### src/design/mat_pkg.sv
// ----------------------------------------------------------------------------
// Minute alarm table matcher package
// Shared constants, operation and result codes, and the transfer and
// table entry types of the alarm table matcher.
// ----------------------------------------------------------------------------
`timescale 1ns / 1ps

package mat_pkg;

   // Table geometry.
   localparam int NUM_ALARMS = 8;
   localparam int MAX_FIRED  = 8;
   localparam int IDX_W      = (NUM_ALARMS > 1) ? $clog2(NUM_ALARMS) : 1;
   localparam int CNT_W      = $clog2(NUM_ALARMS + 1);
   localparam int FIRE_CNT_W = $clog2(MAX_FIRED + 1);

   // Request operations.
   localparam logic [1:0] OP_REGISTER   = 2'd0;
   localparam logic [1:0] OP_UNREGISTER = 2'd1;
   localparam logic [1:0] OP_TICK       = 2'd2;

   // Result kinds.
   localparam logic [1:0] KIND_REGISTER   = 2'd0;
   localparam logic [1:0] KIND_UNREGISTER = 2'd1;
   localparam logic [1:0] KIND_FIRED      = 2'd2;
   localparam logic [1:0] KIND_TICK_END   = 2'd3;

   // Result status codes.
   localparam logic [1:0] STATUS_OK    = 2'd0;
   localparam logic [1:0] STATUS_FULL  = 2'd1;
   localparam logic [1:0] STATUS_EMPTY = 2'd2;

   typedef struct packed {
      logic [1:0]  opcode;
      logic [2:0]  slot;
      logic [11:0] year;
      logic [3:0]  month;
      logic [4:0]  day;
      logic [4:0]  hour;
      logic [5:0]  minute;
      logic        repeat_mode;
      logic [6:0]  weekday_mask;
      logic        start_armed;
      logic [2:0]  weekday_now;
   } req_type;

   typedef struct packed {
      logic [1:0] kind;
      logic [2:0] result_slot;
      logic [1:0] status;
      logic       last;
   } rsp_type;

   // One stored alarm. Occupancy (free or not) lives in flip-flops in the
   // controller; the memory holds armed/off and the alarm fields.
   typedef struct packed {
      logic        armed;
      logic [11:0] year;
      logic [3:0]  month;
      logic [4:0]  day;
      logic [4:0]  hour;
      logic [5:0]  minute;
      logic        repeat_mode;
      logic [6:0]  weekday_mask;
   } entry_type;

   typedef struct packed {
      logic             en;
      logic [IDX_W-1:0] addr;
      entry_type        data;
   } mem_wr_type;

   typedef struct packed {
      logic    strobe;
      rsp_type data;
   } rsp_pend_type;

endpackage

### src/design/mat_table.sv
// ----------------------------------------------------------------------------
// Alarm table memory
// One write port and one read port, read data registered.
// ----------------------------------------------------------------------------
`timescale 1ns / 1ps

module mat_table (
   input  logic                     clock,
   input  mat_pkg::mem_wr_type      wr,
   input  logic [mat_pkg::IDX_W-1:0] rd_addr,
   output mat_pkg::entry_type       rd_data
);

   mat_pkg::entry_type mem_ff [mat_pkg::NUM_ALARMS];
   mat_pkg::entry_type rd_data_ff;

   always_ff @(posedge clock) begin
      if (wr.en) begin
         mem_ff[wr.addr] <= wr.data;
      end
      rd_data_ff <= mem_ff[rd_addr];
   end

   assign rd_data = rd_data_ff;

endmodule

### src/design/mat_ctrl.sv
// ----------------------------------------------------------------------------
// Alarm table controller
// Handles register and unregister in the accepting cycle and walks the
// table one slot per cycle on a minute tick.
// ----------------------------------------------------------------------------
`timescale 1ns / 1ps

module mat_ctrl (
   input  logic                      clock,
   input  logic                      reset,
   input  logic                      start,
   input  mat_pkg::req_type          req,
   output logic                      busy,
   output mat_pkg::mem_wr_type       wr,
   output logic [mat_pkg::IDX_W-1:0] rd_addr,
   input  mat_pkg::entry_type        rd_data,
   output mat_pkg::rsp_pend_type     rsp_pend
);

   typedef enum logic [1:0] {
      ST_IDLE,
      ST_WALK,
      ST_DONE
   } state_type;

   state_type                          state_ff, state_in;
   logic [mat_pkg::NUM_ALARMS-1:0]     valid_ff, valid_in;
   logic [mat_pkg::CNT_W-1:0]          count_ff, count_in;
   logic [mat_pkg::IDX_W-1:0]          eval_slot_ff, eval_slot_in;
   logic [mat_pkg::FIRE_CNT_W-1:0]     fire_cnt_ff, fire_cnt_in;
   mat_pkg::req_type                   tick_ff, tick_in;

   logic                      have_free;
   logic [mat_pkg::IDX_W-1:0] free_idx;
   logic [mat_pkg::IDX_W-1:0] unreg_idx;
   logic                      last_slot;
   logic                      hit;
   logic                      date_eq;
   logic                      fire;
   logic                      disarm;

   function automatic logic day_selected(input logic [6:0] mask, input logic [2:0] wd);
      logic sel;
      sel = 1'b0;
      case (wd)
         3'd0:    sel = mask[6];
         3'd1:    sel = mask[0];
         3'd2:    sel = mask[1];
         3'd3:    sel = mask[2];
         3'd4:    sel = mask[3];
         3'd5:    sel = mask[4];
         3'd6:    sel = mask[5];
         default: sel = 1'b0;
      endcase
      return sel;
   endfunction

   // Lowest free slot.
   always_comb begin
      have_free = 1'b0;
      free_idx  = '0;
      for (int i = mat_pkg::NUM_ALARMS - 1; i >= 0; i--) begin
         if (!valid_ff[i]) begin
            have_free = 1'b1;
            free_idx  = mat_pkg::IDX_W'(i);
         end
      end
   end

   assign unreg_idx = mat_pkg::IDX_W'(req.slot);
   assign last_slot = (eval_slot_ff == mat_pkg::IDX_W'(mat_pkg::NUM_ALARMS - 1));

   // Slot evaluation for the tick walk.
   assign hit = valid_ff[eval_slot_ff] && rd_data.armed &&
                (rd_data.hour == tick_ff.hour) && (rd_data.minute == tick_ff.minute);
   assign date_eq = (rd_data.year == tick_ff.year) && (rd_data.month == tick_ff.month) &&
                    (rd_data.day == tick_ff.day);

   always_comb begin
      fire   = 1'b0;
      disarm = 1'b0;
      if (hit) begin
         if (rd_data.year != '0) begin
            fire   = date_eq;
            disarm = date_eq;
         end else if (!rd_data.repeat_mode) begin
            fire   = 1'b1;
            disarm = 1'b1;
         end else begin
            fire = day_selected(rd_data.weekday_mask, tick_ff.weekday_now);
         end
      end
   end

   // The read of the next slot and the write-back of the current one always
   // address different entries, so no forwarding is needed.
   always_comb begin
      if (state_ff == ST_WALK && !last_slot) begin
         rd_addr = eval_slot_ff + 1'b1;
      end else begin
         rd_addr = '0;
      end
   end

   always_comb begin
      state_in     = state_ff;
      valid_in     = valid_ff;
      count_in     = count_ff;
      eval_slot_in = eval_slot_ff;
      fire_cnt_in  = fire_cnt_ff;
      tick_in      = tick_ff;
      wr           = '0;
      rsp_pend     = '0;
      case (state_ff)
         ST_IDLE: begin
            if (start) begin
               case (req.opcode)
                  mat_pkg::OP_REGISTER: begin
                     rsp_pend.strobe    = 1'b1;
                     rsp_pend.data.kind = mat_pkg::KIND_REGISTER;
                     rsp_pend.data.last = 1'b1;
                     if (have_free) begin
                        wr.en                   = 1'b1;
                        wr.addr                 = free_idx;
                        wr.data.armed           = req.start_armed;
                        wr.data.year            = req.year;
                        wr.data.month           = req.month;
                        wr.data.day             = req.day;
                        wr.data.hour            = req.hour;
                        wr.data.minute          = req.minute;
                        wr.data.repeat_mode     = req.repeat_mode;
                        wr.data.weekday_mask    = req.weekday_mask;
                        valid_in[free_idx]      = 1'b1;
                        if (count_ff < mat_pkg::CNT_W'(mat_pkg::NUM_ALARMS)) begin
                           count_in = count_ff + 1'b1;
                        end
                        rsp_pend.data.result_slot = 3'(free_idx);
                        rsp_pend.data.status      = mat_pkg::STATUS_OK;
                     end else begin
                        rsp_pend.data.status = mat_pkg::STATUS_FULL;
                     end
                  end
                  mat_pkg::OP_UNREGISTER: begin
                     rsp_pend.strobe           = 1'b1;
                     rsp_pend.data.kind        = mat_pkg::KIND_UNREGISTER;
                     rsp_pend.data.result_slot = req.slot;
                     rsp_pend.data.last        = 1'b1;
                     if (count_ff == '0) begin
                        rsp_pend.data.status = mat_pkg::STATUS_EMPTY;
                     end else begin
                        rsp_pend.data.status = mat_pkg::STATUS_OK;
                        count_in             = count_ff - 1'b1;
                        if (int'(req.slot) < mat_pkg::NUM_ALARMS) begin
                           valid_in[unreg_idx] = 1'b0;
                        end
                     end
                  end
                  mat_pkg::OP_TICK: begin
                     tick_in      = req;
                     eval_slot_in = '0;
                     fire_cnt_in  = '0;
                     state_in     = ST_WALK;
                  end
                  default: begin
                  end
               endcase
            end
         end
         ST_WALK: begin
            if (disarm) begin
               wr.en         = 1'b1;
               wr.addr       = eval_slot_ff;
               wr.data       = rd_data;
               wr.data.armed = 1'b0;
            end
            if (fire && fire_cnt_ff < mat_pkg::FIRE_CNT_W'(mat_pkg::MAX_FIRED)) begin
               rsp_pend.strobe           = 1'b1;
               rsp_pend.data.kind        = mat_pkg::KIND_FIRED;
               rsp_pend.data.result_slot = 3'(eval_slot_ff);
               rsp_pend.data.status      = mat_pkg::STATUS_OK;
               fire_cnt_in               = fire_cnt_ff + 1'b1;
            end
            if (last_slot) begin
               state_in = ST_DONE;
            end else begin
               eval_slot_in = eval_slot_ff + 1'b1;
            end
         end
         ST_DONE: begin
            rsp_pend.strobe    = 1'b1;
            rsp_pend.data.kind = mat_pkg::KIND_TICK_END;
            rsp_pend.data.last = 1'b1;
            state_in           = ST_IDLE;
         end
         default: begin
            state_in = ST_IDLE;
         end
      endcase
   end

   always_ff @(posedge clock) begin
      if (reset) begin
         state_ff    <= ST_IDLE;
         valid_ff    <= '0;
         count_ff    <= '0;
         fire_cnt_ff <= '0;
      end else begin
         state_ff    <= state_in;
         valid_ff    <= valid_in;
         count_ff    <= count_in;
         fire_cnt_ff <= fire_cnt_in;
      end
      eval_slot_ff <= eval_slot_in;
      tick_ff      <= tick_in;
   end

   assign busy = (state_ff != ST_IDLE);

endmodule

### src/design/minute_alarm_table_matcher.sv
// ----------------------------------------------------------------------------
// Minute alarm table matcher
// A table of alarm slots that takes register, unregister and minute tick
// commands and reports slot assignments and fired alarms.
// ----------------------------------------------------------------------------
//
//   Channel    Ports                        Transfer
//   request    start, busy, req_data        start high while busy is low
//   result     rsp_strobe, rsp_data         rsp_strobe high for one cycle
//
// A register or unregister command is taken without raising busy, and its
// reply appears on the result ports in the following cycle.
// A minute tick holds busy high through the table walk and the tick end
// state. The walk reads one slot per cycle through the memory's single
// read port, while the previous slot is compared and written back.
// Synchronous reset frees every slot at once and clears the count; there
// is no clearing pass. The receiver takes every result as it is shown.
// ----------------------------------------------------------------------------
`timescale 1ns / 1ps

module minute_alarm_table_matcher (
   input  logic             clock,
   input  logic             reset,
   input  logic             start,
   output logic             busy,
   input  mat_pkg::req_type req_data,
   output logic             rsp_strobe,
   output mat_pkg::rsp_type rsp_data
);

   mat_pkg::mem_wr_type       mem_wr;
   logic [mat_pkg::IDX_W-1:0] mem_rd_addr;
   mat_pkg::entry_type        mem_rd_data;
   mat_pkg::rsp_pend_type     rsp_pend;

   logic             rsp_strobe_ff;
   mat_pkg::rsp_type rsp_data_ff;

   // The controller decides every result; the occupancy bits and the alarm
   // count sit in its flip-flops, the alarm fields in the table memory.
   mat_ctrl u_ctrl (
      .clock    (clock),
      .reset    (reset),
      .start    (start),
      .req      (req_data),
      .busy     (busy),
      .wr       (mem_wr),
      .rd_addr  (mem_rd_addr),
      .rd_data  (mem_rd_data),
      .rsp_pend (rsp_pend)
   );

   mat_table u_table (
      .clock   (clock),
      .wr      (mem_wr),
      .rd_addr (mem_rd_addr),
      .rd_data (mem_rd_data)
   );

   // Output register: each result is shown for exactly one cycle. The data
   // field is only meaningful while the strobe is high.
   always_ff @(posedge clock) begin
      if (reset) begin
         rsp_strobe_ff <= 1'b0;
      end else begin
         rsp_strobe_ff <= rsp_pend.strobe;
      end
      rsp_data_ff <= rsp_pend.data;
   end

   assign rsp_strobe = rsp_strobe_ff;
   assign rsp_data   = rsp_data_ff;

endmodule

### config.mk
export PLATFORM = sky130hd
export DESIGN_NAME = minute_alarm_table_matcher
export DESIGN_NICKNAME = d
export VERILOG_FILES = /design/src/design/mat_pkg.sv /design/src/design/mat_table.sv /design/src/design/mat_ctrl.sv /design/src/design/minute_alarm_table_matcher.sv
export SDC_FILE = /design/constraint.sdc
export NUM_CORES = 1
export LEC_CHECK = 0
export BUFFER_PORTS_ARGS = -buffer_cell sky130_fd_sc_hd__buf_4
export CORE_MARGIN = 5
export CORE_UTILIZATION = 60
export CTS_CLUSTER_DIAMETER = 30
export CTS_CLUSTER_SIZE = 10
export DETAILED_ROUTE_END_ITERATION = 10
export GPL_TIMING_DRIVEN = 1
export PLACE_DENSITY = 0.76
export SYNTH_ARGS = -nofsm -noshare
export SYNTH_HDL_FRONTEND = slang
export SYNTH_HIERARCHICAL = 1
export SYNTH_SLANG_ARGS = --single-unit
### constraint.sdc
create_clock -name clock -period 14.2 [get_ports clock]
set_input_delay 4.26 -clock clock [delete_from_list [all_inputs] [get_ports clock]]
set_output_delay 4.26 -clock clock [all_outputs]
set_load 0.005 [all_outputs]
==> reports/results.txt <==
Post-synth ARST share: 0%
# nets final: 1,028
CTS tree: yes
FMAX: 0.141 GHz
Clock latency on the worst-skew pair: 0.56 ns
Cell Area, Synth: 17,000 µm²
Port Buffers: 61
Vias: 8,756
RSZ-0062 raised after global routing: false
Outcome: complete, no violations
Via density per instance: 6.21
Detail Placement HPWL: 18.2 mm
Largest area contributor in the netlist: edfxtp_1
CTS sink count: 434
Worst R2R Setup Slack: 9.21 ns
Reg2Reg Launch Point: u_ctrl/eval_slot_ff[0]
CTS clk-pin slew, worst paths: 0.05 ns
CTS resizes: 0
Crit Reg-Reg Endpoint: u_table/mem_ff[7][34]
Mean Syn Cell Area: 20.0 µm²
Final Critical Period: 7.09 ns
Lkg Pwr: 6.90 nW
Vias in the first global route: 9,279
Root buf cell: clkbuf_16
Pwr Total: 3.40 mW
Worst R2R Path Depth: 8
Post-synth top flop: edfxtp_1
Library cells used by synthesis: 55
Row cnt: 61
Layout cells sized above 1: 26.4%
Sequential share of the synthesized area: 72.5%
Initial core utilization: 61.0%
Hold Path End: u_ctrl/fire_cnt_ff[3]
Total Routing Usage GR: 23.3%
First-pass GRT wire length: 54.6 mm
Gr ovfl total: 0
DRT Pass-1 Iters: 6
Mapped Cells: 853
Antenna cells: 0
Final Max Tran Viols: 0
ANT nets after route: 0
Number of synthesis warnings: 6
Syn_nets: 911
IO Count: 62
Initial DRC count: 760
Synth area leaders: edfxtp_1, mux4_1, dfxtp_1, mux2_2, a22o_1
Peak VDD IR: 0.152 mV
Final Hold Viols: 0
Period utilization: 49.9%
Worst-path fanout max: 45
Crit path DAT: 7.29 ns
#FFs+latches synth: 434
Crit path required time: 14.40 ns
DIE HEIGHT: 179 µm
Least-Margin Pin Slew: 1.11 ns
Hold buffer count at CTS: 0
CTS Buf Count: 77
Startpoint types: primary input
Setup violators final: 0
Setup crit end kind: register
Die width: 179 µm
Max-slew headroom: 26.2%
Power per cell area: 165 nW/µm²
Post-synth EDFFs: 366
DRC: 0
H-tree depth: 3
Die area: 31,900 µm²
Initial antenna violation count: 0
Commonest non-fill, non-tap cell in the layout: edfxtp_1
Syn-to-layout area delta: 21.1%
Worst Clk Skew: 0.0232 ns
Yosys top cell area share: 64.5%
Max Cap Viol: 0
Type of the worst min-delay path: register to register
Wirelength per Cell: 25.5 µm
Core Area: 27,900 µm²
CTS max path bufs: 3
Setup_tns: 0 ns
Hold Path Depth: 2
RD Place Congestion: 0.782
Post-CTS setup buffers: 0
Fillers: 1,549
Worst hold start: u_ctrl/fire_cnt_ff[0]
Largest net degree at the start of global routing: 83
Most frequent cells in the layout: edfxtp_1, mux4_1, clkbuf_16
Final WL: 36.0 mm
CP Class: primary input to register
Final core occ: 73.8%
[per-stage QoR]
step                instances  setup slack [ns]  hold WS, ns  cell area [µm²]
floorplan                 853              5.37        0.458            17000
global placement         1269              6.67        0.480            17900
detailed placement       1269              6.58        0.490            17900
CTS                      1411              7.16        0.496            20600
global route             1411              7.04        0.516            20600
finish                   1411              7.11        0.494            20600
[report_power, final]
part | internal (mW) | switching [mW] | total (mW)
clock network | 1.27 | 0.613 | 1.88
logic | 0.0481 | 0.0540 | 0.102
registers | 1.40 | 0.0145 | 1.41
[critical path: stages]
cell	delay (ns)
buf_4	0.14
inv_1	0.18
nand4_1	0.30
nor2b_4	0.18
buf_4	0.57
a22o_1	0.35
nand2_1	0.18
nor2_4	0.59
buf_4	0.50
[cell families after synthesis]
group	after synthesis	share of synthesized area (%)
xor+xnor	35	1.80
flops	434	72.5
mux	134	16.2
compound gates	83	3.78
buf+inv	49	1.66
fa+ha+maj	6	0.485
simple gates	112	3.55
[sequential cells by signal, summed over array words and instances (netlist names)]
register / cells
u_table/rd_data: 41
u_table/mem_ff: 328
u_ctrl/valid_ff: 8
u_ctrl/count_ff: 4
u_ctrl/fire_cnt_ff: 4
u_ctrl/tick_ff: 35
rsp_data: 8
u_ctrl/eval_slot_ff: 3
rsp_strobe: 1
u_ctrl/state_ff: 2
[worst max path at each step]
stage	startpoint	endpoint	slack, ns	cells after the start
6_report	req_data[47]	u_table/mem_ff[7][34]	7.11	9
5_1_grt	req_data[47]	u_table/mem_ff[7][2]	7.04	9
4_1_cts	req_data[47]	u_table/mem_ff[5][28]	7.16	9
3_5_place_dp	req_data[47]	u_table/mem_ff[7][4]	6.58	9
3_3_place_gp	req_data[47]	u_table/mem_ff[7][4]	6.67	9
2_1_floorplan	req_data[47]	u_table/mem_ff[0][0]	5.37	8
[cell type report]
type	instances	area, µm²	share of cell area [%]
Clock inverter	50	667	3.23
Timing Repair Buffer	75	563	2.73
Inverter	12	45.0	0.218
Tap cell	378	473	2.29
Sequential cell	434	12400	59.9
Multi-Input combinational cell	370	4490	21.8
Clock buffer	92	2040	9.87
[synth_stat cells (2+ instances only)]
master / count
a211oi_1: 4
a21boi_0: 2
a21oi_1: 12
a21oi_2: 2
a22o_1: 41
a31oi_1: 2
and2_1: 4
and2b_1: 2
and3_1: 3
buf_1: 8
buf_2: 3
buf_6: 12
clkbuf_1: 12
dfxtp_1: 68
edfxtp_1: 366
ha_1: 5
inv_1: 12
mux2_2: 43
mux2i_1: 6
mux4_1: 81
mux4_2: 4
nand2_1: 19
nand2b_1: 9
nand3_1: 4
nand4_1: 10
nor2_1: 25
nor2b_1: 5
nor3_1: 9
nor3b_1: 2
nor4_1: 9
o21ai_0: 6
o22ai_1: 4
o31ai_1: 3
or2_2: 2
xnor2_1: 18
xor2_1: 17
[metal layers]
layer / track usage, % / vias up / part of all wire (%) / routed length (µm)
met2: 38.6 / 374 / 49 / 17800
met4: 8.86 / 0 / 3.4 / 1210
met3: 5.02 / 84 / 6.9 / 2490
li1: - / 3811 / - / -
met1: 30.7 / 4487 / 40 / 14500
met5: 0 / - / 0 / 0
Power figures use the tool's default switching activity.
